[config.mk]
export PLATFORM = sky130hd
export DESIGN_NAME = pcf_divider
export DESIGN_NICKNAME = d
export VERILOG_FILES = /design/src/sv/pcf_pkg.sv /design/src/sv/pcf_divider.sv
export SDC_FILE = /design/constraint.sdc
export NUM_CORES = 1
export LEC_CHECK = 0
export ABC_AREA = 1
export BUFFER_PORTS_ARGS = -buffer_cell sky130_fd_sc_hd__buf_2
export CORE_ASPECT_RATIO = 0.75
export CORE_MARGIN = 3
export CORE_UTILIZATION = 62
export DETAILED_ROUTE_END_ITERATION = 8
export PLACE_DENSITY = 0.79
export RECOVER_POWER = 50
export SLEW_MARGIN = 20
export SYNTH_ARGS = -nofsm -noshare
export SYNTH_HDL_FRONTEND = slang
export SYNTH_SLANG_ARGS = --single-unit
[constraint.sdc]
create_clock -name i_clk -period 4.96 [get_ports i_clk]
set_clock_uncertainty 0.2 [all_clocks]
set_input_delay 0.744 -clock i_clk [delete_from_list [all_inputs] [get_ports i_clk]]
set_output_delay 0.744 -clock i_clk [all_outputs]
set_load 0.005 [all_outputs]
[src/sv/pcf_pkg.sv]
`timescale 1ns / 1ps
// ----------------------------------------------------------------------------
// pcf_pkg
// Shared types and constants for the staggered pixel crossfade.
// ----------------------------------------------------------------------------
package pcf_pkg;

    localparam int PIXEL_COUNT = 256;
    localparam int TABLE_DEPTH = 256;
    localparam int IDX_W       = 8;
    localparam int RANK_W      = 8;
    localparam int TIME_W      = 20;
    localparam int COL_W       = 24;
    localparam int CH_W        = 8;
    localparam int NUM_W       = TIME_W + CH_W;
    localparam int DIV_BITS    = CH_W;

    typedef enum logic [2:0] {
        FUNC_RANK     = 3'd0,
        FUNC_TIMING   = 3'd1,
        FUNC_INITIAL  = 3'd2,
        FUNC_FINAL    = 3'd3,
        FUNC_GENERATE = 3'd4
    } t_func;

    typedef enum logic [1:0] {
        CLS_BEFORE,
        CLS_BLEND,
        CLS_AFTER,
        CLS_NONE
    } t_fade_cls;

    // One write word for the tables, already gated by acceptance.
    typedef struct packed {
        logic              we_rank;
        logic              we_timing;
        logic              we_init;
        logic              we_final;
        logic [IDX_W-1:0]  idx;
        logic [RANK_W-1:0] rank;
        logic [TIME_W-1:0] start;
        logic [TIME_W-1:0] span;
        logic [COL_W-1:0]  colour;
    } t_wr_cmd;

    // Sideband carried alongside the dividers.
    typedef struct packed {
        logic             valid;
        logic [IDX_W-1:0] idx;
        t_fade_cls        cls;
        logic [COL_W-1:0] init;
        logic [COL_W-1:0] fin;
    } t_side;

endpackage

[src/sv/pcf_divider.sv]
`timescale 1ns / 1ps
// ----------------------------------------------------------------------------
// pcf_divider
// Pipelined restoring divider, one quotient bit per stage. The quotient is
// known to fit in DIV_BITS bits.
// ----------------------------------------------------------------------------
module pcf_divider (
    input  logic                          i_clk,
    input  logic                          i_en,
    input  logic [pcf_pkg::NUM_W-1:0]     i_num,
    input  logic [pcf_pkg::TIME_W-1:0]    i_den,
    output logic [pcf_pkg::DIV_BITS-1:0]  o_quot
);

    logic [pcf_pkg::NUM_W-1:0]    r_rem [pcf_pkg::DIV_BITS];
    logic [pcf_pkg::TIME_W-1:0]   r_den [pcf_pkg::DIV_BITS];
    logic [pcf_pkg::DIV_BITS-1:0] r_q   [pcf_pkg::DIV_BITS];

    // Each stage tries the divisor shifted to its bit position.
    for (genvar s = 0; s < pcf_pkg::DIV_BITS; s++) begin : g_stage
        logic [pcf_pkg::NUM_W-1:0]    w_rem;
        logic [pcf_pkg::TIME_W-1:0]   w_den;
        logic [pcf_pkg::DIV_BITS-1:0] w_q;
        logic [pcf_pkg::NUM_W-1:0]    w_sh;
        logic                         w_ge;

        if (s == 0) begin : g_first
            assign w_rem = i_num;
            assign w_den = i_den;
            assign w_q   = '0;
        end else begin : g_next
            assign w_rem = r_rem[s-1];
            assign w_den = r_den[s-1];
            assign w_q   = r_q[s-1];
        end

        assign w_sh = pcf_pkg::NUM_W'(w_den) << (pcf_pkg::DIV_BITS - 1 - s);
        assign w_ge = (w_rem >= w_sh);

        always_ff @(posedge i_clk) begin
            if (i_en) begin
                r_rem[s] <= w_ge ? (w_rem - w_sh) : w_rem;
                r_den[s] <= w_den;
                r_q[s]   <= {w_q[pcf_pkg::DIV_BITS-2:0], w_ge};
            end
        end
    end

    assign o_quot = r_q[pcf_pkg::DIV_BITS-1];

endmodule

; Yosys cells after proc, flatten, opt, wreduce, memory -nomap -nowiden
; Memory sizes are Yosys's and may differ from the RTL's.
; Cells that the tools add are included.
[totals]
reg_bits = 0
mem_bits_rw = 448
inputBits = 50
n_memories = 3
[memory_table]
columns = name, depth, width, rd, rd_clocked_by_memory_dff, wr, line
row1 = r_rem, 8, 28, 7, 0, 8, pcf_divider.sv:15  ; logic [pcf_pkg::NUM_W-1:0] r_rem [pcf_pkg::DIV_BITS];
row2 = r_den, 8, 20, 7, 0, 8, pcf_divider.sv:16  ; logic [pcf_pkg::TIME_W-1:0] r_den [pcf_pkg::DIV_BITS];
row3 = r_q, 8, 8, 8, 0, 8, pcf_divider.sv:17  ; logic [pcf_pkg::DIV_BITS-1:0] r_q [pcf_pkg::DIV_BITS];
[classes]
add_sub_neg = 8
n_lt_le_gt_ge = 8
mux = 10
[op_table]
columns = operator, count
row1 = $mux 28, 8
row2 = $ge 28x20->1, 1
row3 = $ge 28x21->1, 1
row4 = $ge 28x22->1, 1
row5 = $ge 28x23->1, 1
row6 = $ge 28x24->1, 1
row7 = $ge 28x25->1, 1
row8 = $ge 28x26->1, 1
row9 = $ge 28x27->1, 1
row10 = $sub 28x20->28, 1
row11 = $sub 28x21->28, 1
row12 = $sub 28x22->28, 1
row13 = $sub 28x23->28, 1
row14 = $sub 28x24->28, 1
row15 = $sub 28x25->28, 1
row16 = $sub 28x26->28, 1
row17 = $sub 28x27->28, 1
row18 = $mux 1, 2

; Logic depth before layout (Yosys ltp)
; Gate-level depths: netlist (run 1).
; An unclocked memory read counts as a cell.
[logic_depth]
word_depth = 3
mapped_depth = 16
depth_no_buf = 15

; Worst setup path after synthesis (run 1)
; OpenSTA, ideal clock, no wires.
[synth_path]
path_type = input-to-reg
from = input i_num[7] in the netlist's numbering
to = memory r_rem[0][23] in the netlist's numbering, data pin
setup_ps = 253
arrival_time_ps = 2088
required_time_ps = 4507
slack_ps = 2419
stages = 13
path_buffers = 0
cell_sequence = inv_1 ha_1 fa_1 inv_1 nand3_1 nand3_1 nand2_1 nand2_1 nand3_1 nand2_1 nand2_1 nand3_1 nand2_1
[synth_lines]
columns = item, line
row1 = from (decl), pcf_divider.sv:10  ; input logic [pcf_pkg::NUM_W-1:0] i_num,
row2 = to (decl), pcf_divider.sv:15

==> results of run 1 <==
state kept, by name (all words and copies together) (netlist names):
| signal | count |
|---|---|
| r_den | 140 |
| r_q | 36 |
| r_rem | 196 |
critical path, cell delays in order, from the launching register on:
cell and delay, ns:
edfxtp_1 0.41, inv_1 0.11, ha_1 0.30, a21oi_1 0.50, nand2_1 0.16, a21oi_1 0.42, nand3_2 0.15, nor2_4 0.55
a21oi_1 0.34
layer usage:
metal / vias to the layer above / routed length [um] / global-route usage [%]
li1: 10665 / - / -
met1: 10606 / 36690 / 60.07
met2: 1538 / 29620 / 47.27
met3: 159 / 13300 / 14.16
met4: 0 / 1656 / 7.469
met5: - / 0 / 0
layout by cell type (no fill, tap or decap), types with 4 or more instances in the layout:
master,instances
a21oi_1,116
a21oi_2,6
buf_2,34
buf_4,5
bufinv_16,4
clkbuf_1,27
clkbuf_16,41
clkinv_1,8
clkinv_4,4
edfxtp_1,372
fa_1,7
ha_1,160
inv_1,651
nand2_1,1260
nand2_2,4
nand3_1,196
nand3_2,5
nand3b_1,38
nand4_1,49
nor2_1,223
nor2_2,15
nor3_1,19
o21ai_0,32
o21ai_1,21
o21ai_2,10
o21bai_1,10
or2_2,5
xnor2_1,36
xor2_1,42
report_power, final:
part	switching [mW]	internal, mW
Clock	1.32	1.73
Combinational	4.24	2.01
Sequential	0.582	4.39
Total	6.15	8.13
kinds of logic (layout without fill, tap and decap cells):
kind of cell / count (synthesis) / in the layout
AND/OR/NAND/NOR: 1827 / 1827
buffers and inverters: 684 / 791
flip-flops: 372 / 372
AO/OA/AOI/OAI: 200 / 200
adder cells (fa/ha/maj): 167 / 167
XOR/XNOR: 78 / 78
final cells by class:
class / count / share of cell area (%)
repair buffers: 65 / 1.296
well taps: 520 / 2.374
clock buffers: 47 / 3.825
inverters: 655 / 8.979
multi-input cells: 2272 / 41.90
flip-flops and latches: 372 / 40.75
clock inverters: 24 / 0.8764
final timing paths:
check / endpoint / slack (ns)
max: r_rem[1][26]$_DFFE_PP_ / 1.46
min: r_den[0][10]$_DFFE_PP_ / 0.17
max reg2reg: r_rem[1][26]$_DFFE_PP_ / 1.46
min reg2reg: r_q[1][2]$_DFFE_PP_ / 0.23
through the flow:
step,instances,utilization (%),worst slack [ns]
after floorplan,3328,-,2.419
after global placement,3884,65.46,1.686
after detailed placement,3884,65.46,1.592
after CTS,3955,68.68,1.729
after global routing,3955,68.59,1.294
final,3955,68.59,1.460
==> summary.txt, run 1 <==
Synth
  • Prevailing post-synth register cell: edfxtp_1
  • Synth area leader: edfxtp_1
  • Post-synthesis sequential area ratio: 44.04%
  • Synth Area in Compound Gates: 4.331%
  • Post-Syn Instances: 3,328
  • Largest family of logic cells by synthesized area: simple AND/OR/NAND/NOR gates
  • Post-synthesis simple-gate area fraction: 29.79%
  • Post-synthesis instance area: 25,360 um2
  • List of most frequent post-synthesis cells: nand2_1, inv_1, edfxtp_1
  • Post-synth top area share: 44.04%
  • Synth cell types: 40
  • Post-synth EDFFs: 372
  • Area share of fa/ha/maj cells after synthesis: 8.445%
  • Most common cell in the synthesized netlist: nand2_1
  • Synth top area cells: edfxtp_1, nand2_1, inv_1, ha_1, nand3_1
  • Synth Register Bits: 372
  • Ys async rst share: 0%
  • Ys Warns: 0
  • Syn Area/Cell: 7.621 um2
  • Mux cell area share after synthesis: 0%
  • Post-Synth XOR/XNOR Area: 2.693%
  • Synth Net Count: 3,545

Routing
  • Ratio of routed vias to standard cells: 5.807
  • Routed wire length: 81,270 um
  • Routed length per instance: 20.55 um
  • First drt pass iteration count: 8
  • Drt initial violations: 3,459
  • Total number of vias: 22,968
  • Antenna-violating nets left: 0
  • DRC viols: 0

CTS
  • CTS root buf: clkbuf_16
  • CTS tree: yes
  • Post-CTS sizing: 0
  • Worst-path clk slew: 0.06 ns
  • Clock buffer depth: 3
  • Clock Latency Late Sink: 0.57 ns
  • Post CTS Setup Buffer Count: 0
  • Num CTS Buffers: 40
  • Clk sink count: 372
  • CTS H-Tree Depth: 2
  • Hold_buf cts: 0

Min path
  • Hold Path Class: in2reg
  • Hold wc startpoint: i_den[10]
  • Min-Delay Path Depth: 1

Finish
  • Nets: 3,623
  • ANT cells: 0
  • Multi-input gate area: 11,480 um2
  • Layout cells sized above 1: 4.512%
  • Layout fillers: 3,235
  • Final instance area: 27,410 um2
  • Sequential cell area: 11,170 um2
  • Area Growth Syn to Fin: 8.065%

Placement
  • Port bufs: 57
  • DP HPWL: 63,630 um
  • Routability cong.: 0.9823
  • Dpl cell area: 26,160 um2

GRT
  • First-pass GRT wire length: 123,000 um
  • Vias in the first global route: 20,872
  • Initial antenna violation count: 0
  • GR Util All Layers: 37.48%
  • Grt ovf: 0
  • Pin count of the biggest net entering global routing: 103

STA
  • Setup TNS: 0 ns
  • Hold Slack: 0.1745 ns
  • Fin. max-slew vios: 100
  • Fin. Hold Viols: 0
  • Slew HR: -84.90%
  • Fmax: 285.7 MHz
  • RSZ-0062 raised after global routing: no
  • Final setup fails: 0
  • Final period utilization: 70.56%
  • Min Tclk post-route: 3.500 ns
  • Worst slew pin tran: 2.774 ns

Worst setup path
  • Worst EP required: 4.97 ns
  • WS Path Type: reg2reg
  • Critical-path maximum fanout: 24
  • CP Capture Type: flop
  • Worst reg2reg path depth: 8
  • Crit path launch type: flop
  • RR Startpoint: r_den[1][18]$_DFFE_PP_
  • Critical Path Start: r_den[1][18]$_DFFE_PP_
  • CP arrival: 3.51 ns

Pwr
  • Pwr Total: 14.28 mW
  • Leak Pwr: 13.70 nW
  • P per Cell Area: 520.9 nW/um2
  • Maximum vdd drop: 0.2846 mV

Die
  • Core Region: 39,960 um2
  • Die height: 181.2 um
  • Num rows: 63
  • Starting density of the core: 63.47%
  • Die X: 239.6 um
  • Num ports: 58
  • DIE AREA: 43,400 um2

Outcome
  • Failing checks: max-capacitance violations, max-slew violations
  • Run status: finished, violations left

Job
  • Maxcap violations: 1
No activity file was read; power rests on OpenSTA's default activity.
==> run 2: changes to the inputs <==
--- a/config.mk
+++ b/config.mk
@@ -5,7 +5,7 @@
 export SDC_FILE = /design/constraint.sdc
 export NUM_CORES = 1
 export LEC_CHECK = 0
-export ABC_AREA = 1
+export ABC_AREA = 0
 export BUFFER_PORTS_ARGS = -buffer_cell sky130_fd_sc_hd__buf_2
 export CORE_ASPECT_RATIO = 0.75
 export CORE_MARGIN = 3
==> constraint.sdc (replaced) <==
create_clock -name i_clk -period 3.28 [get_ports i_clk]
set_clock_uncertainty 0.2 [all_clocks]
set_input_delay 0.492 -clock i_clk [delete_from_list [all_inputs] [get_ports i_clk]]
set_output_delay 0.492 -clock i_clk [all_outputs]
set_load 0.005 [all_outputs]
==> summary.txt, run 2 <==
Synth
  • Synth top area cells: edfxtp_1, ha_1, inv_1, a21oi_1, o21ai_0 (was edfxtp_1, nand2_1, inv_1, ha_1, nand3_1)
  • Most common cell in the synthesized netlist: edfxtp_1 (was nand2_1)
  • Synth Net Count: 2,145 (was 3,545)
  • Syn Area/Cell: 11.12 um2 (was 7.621 um2)
  • Post-synth EDFFs: 372 (unchanged)
  • Post-synthesis instance area: 21,440 um2 (was 25,360 um2)
  • Prevailing post-synth register cell: edfxtp_1 (unchanged)
  • Post-synthesis sequential area ratio: 52.10% (was 44.04%)
  • Synth cell types: 86 (was 40)
  • Post-synth top area share: 52.10% (was 44.04%)
  • Synth area leader: edfxtp_1 (unchanged)
  • Synth Register Bits: 372 (unchanged)
  • Ys async rst share: 0% (unchanged)
  • List of most frequent post-synthesis cells: edfxtp_1, inv_1, ha_1 (was nand2_1, inv_1, edfxtp_1)
  • Ys Warns: 0 (unchanged)
  • Post-Syn Instances: 1,928 (was 3,328)

CTS
  • Clk sink count: 372 (unchanged)
  • CTS tree: yes (unchanged)
  • Worst-path clk slew: 0.06 ns (about the same)
  • Num CTS Buffers: 39 (was 40)
  • Clock Latency Late Sink: 0.55 ns (was 0.57 ns)
  • Clock buffer depth: 3 (unchanged)
  • CTS root buf: clkbuf_16 (unchanged)
  • CTS H-Tree Depth: 2 (unchanged)

Pwr
  • Maximum vdd drop: 0.4595 mV (was 0.2846 mV)
  • Leak Pwr: 10.19 nW (was 13.70 nW)
  • P per Cell Area: 796.9 nW/um2 (was 520.9 nW/um2)

STA
  • Final period utilization: 103.9% (was 70.56%)
  • Final setup fails: 18 (was 0)
  • RSZ-0062 raised after global routing: yes (was no)
  • Fin. Hold Viols: 0 (unchanged)
  • Worst slew pin tran: 1.779 ns (was 2.774 ns)
  • Setup TNS: -0.4754 ns (was 0 ns)
  • Slew HR: -18.57% (was -84.90%)
  • Hold Slack: 0.07344 ns (was 0.1745 ns)
  • Setup slack after layout: -0.1295 ns (was 1.460 ns)
  • Min Tclk post-route: 3.409 ns (was 3.500 ns)
  • Fmax: 293.3 MHz (was 285.7 MHz)
  • Fin. max-slew vios: 61 (was 100)

Die
  • Num ports: 58 (unchanged)
  • Die X: 220.7 um (was 239.6 um)
  • Core Region: 33,820 um2 (was 39,960 um2)
  • Starting density of the core: 63.40% (was 63.47%)
  • Die height: 167.0 um (was 181.2 um)
  • DIE AREA: 36,870 um2 (was 43,400 um2)
  • Num rows: 58 (was 63)

Placement
  • Port bufs: 57 (unchanged)
  • Post-Place Cells: 2,496 (was 3,884)
  • Routability cong.: 0.9451 (was 0.9823)
  • DP HPWL: 36,590 um (was 63,630 um)

Routing
  • Routed length per instance: 19.85 um (was 20.55 um)
  • Ratio of routed vias to standard cells: 6.088 (was 5.807)
  • Routed wire length: 52,130 um (was 81,270 um)
  • Total number of vias: 15,992 (was 22,968)
  • DRC viols: 0 (unchanged)
  • Antenna-violating nets left: 0 (unchanged)
  • Drt initial violations: 1,768 (was 3,459)
  • First drt pass iteration count: 5 (was 8)

GRT
  • First-pass GRT wire length: 79,340 um (was 123,000 um)
  • Grt ovf: 0 (unchanged)
  • Vias in the first global route: 15,253 (was 20,872)
  • GR Util All Layers: 27.03% (was 37.48%)
  • Pin count of the biggest net entering global routing: 85 (was 103)
  • Initial antenna violation count: 0 (unchanged)

Worst setup path
  • Critical-path maximum fanout: 5 (was 24)
  • Crit path launch type: flop (unchanged)
  • CP Capture Type: flop (unchanged)
  • CP arrival: 3.49 ns (was 3.51 ns)
  • Worst EP required: 3.36 ns (was 4.97 ns)
  • WS Path Type: reg2reg (unchanged)

Outcome
  • Failing checks: max-capacitance violations, max-slew violations, negative setup slack (was max-capacitance violations, max-slew violations)
  • Run status: finished, violations left (unchanged)

Finish
  • Most common cell after layout, fill and taps aside: edfxtp_1 (was nand2_1)
  • Final cell count without fillers: 2,627 (was 3,955)
  • Max FFs per register: 196 (unchanged)
  • Top reg by flops: r_rem (unchanged)
  • Most frequent cells in the layout: edfxtp_1, inv_1, nand2_1 (was nand2_1, inv_1, edfxtp_1)
  • Area Growth Syn to Fin: 18.24% (was 8.065%)
  • Layout fillers: 2,161 (was 3,235)
  • Nets: 2,363 (was 3,623)
  • Layout cells sized above 1: 18.01% (was 4.512%)
  • ANT cells: 0 (unchanged)
  • Top flop regs: r_rem: 196 flops, r_den: 140 flops, r_q: 36 flops (unchanged)

Job
  • Maxcap violations: 1 (unchanged)

Min path
  • Hold Path Class: in2reg (unchanged)
run 2: area by class of cell:
class / instances / area, um2 / area share [%]
multi-input combinational: 1314 / 9893 / 39.03
timing repair buffer: 216 / 1712 / 6.752
clock buffer: 48 / 1031 / 4.067
inverter: 203 / 767.0 / 3.026
clock inverter: 24 / 214.0 / 0.8440
sequential: 372 / 11170 / 44.06
tap: 450 / 563.0 / 2.221
run 2: power by group:
group | leakage, nW | internal, mW | switching (mW)
clock network | 0.601 | 2.49 | 1.86
logic | 5.98 | 3.78 | 4.67
registers | 3.61 | 6.77 | 0.644
run 2: logic make-up (layout without fill, tap and decap cells):
kind of cell               after synthesis  after routing  synth area share (%)
buffers and inverters                  242            491                 4.546
xor gates and xnor gates               136            136                 5.556
DFF                                    372            372                 52.10
muxes                                   46             46                 2.422
AOI/OAI and AO/OA                      481            481                 14.50
adders and majority gates              167            167                 9.991
and+or+nand+nor                        484            484                 10.88
run 2: worst max-delay path, cell delays in order, from the launching register on:
cell	delay, ns
edfxtp_1	0.41
inv_2	0.09
ha_4	0.14
inv_2	0.04
fa_2	0.39
a21oi_4	0.20
o22ai_2	0.11
o41a_1	0.40
a31oi_4	0.27
a22oi_2	0.12
nor3_4	0.17
buf_12	0.15
buf_12	0.13
mux2_4	0.30
run 2: path summary, 6_finish.rpt:
check                   startpoint  slack [ns]  cells past startpoint                endpoint
min                       i_num[9]        0.07                      2   r_rem[0][9]$_DFFE_PP_
max reg2reg  r_rem[2][2]$_DFFE_PP_       -0.13                     13  r_rem[2][44]$_DFFE_PP_
max          r_rem[2][2]$_DFFE_PP_       -0.13                     13  r_rem[2][44]$_DFFE_PP_
min reg2reg   r_q[1][16]$_DFFE_PP_        0.22                      0    r_q[1][25]$_DFFE_PP_
run 2: metrics by stage:
stage	util (%)	area, um2	total power, mW	setup WS (ns)
after global placement	67.94	22970	14.66	-0.08657
after detailed placement	67.94	22970	15.01	-0.2119
after CTS	72.98	24680	19.59	-0.05843
after floorplan	-	21440	12.76	0.1979
final	74.96	25350	20.20	-0.1295
after global routing	74.96	25350	21.39	-0.2105
run 2: repair_timing:
item,4_1_cts,5_1_grt
pin swaps,14,46
endpoints found under the setup margin,50,132
endpoints found under the hold margin,26,0
buffers inserted,9,23
resized for setup,27,122
hold buffers,26,0
cloned,0,2
run 2: per-layer routing:
layer  vias to the layer above  global-route usage [%]  share of wire (%)
li1                       7499                       -                  -
met1                      7682                   39.36                 43
met2                       702                   41.61                 47
met3                       109                   5.947                8.7
met4                         0                   6.617                2.1
met5                         -                       0                  0
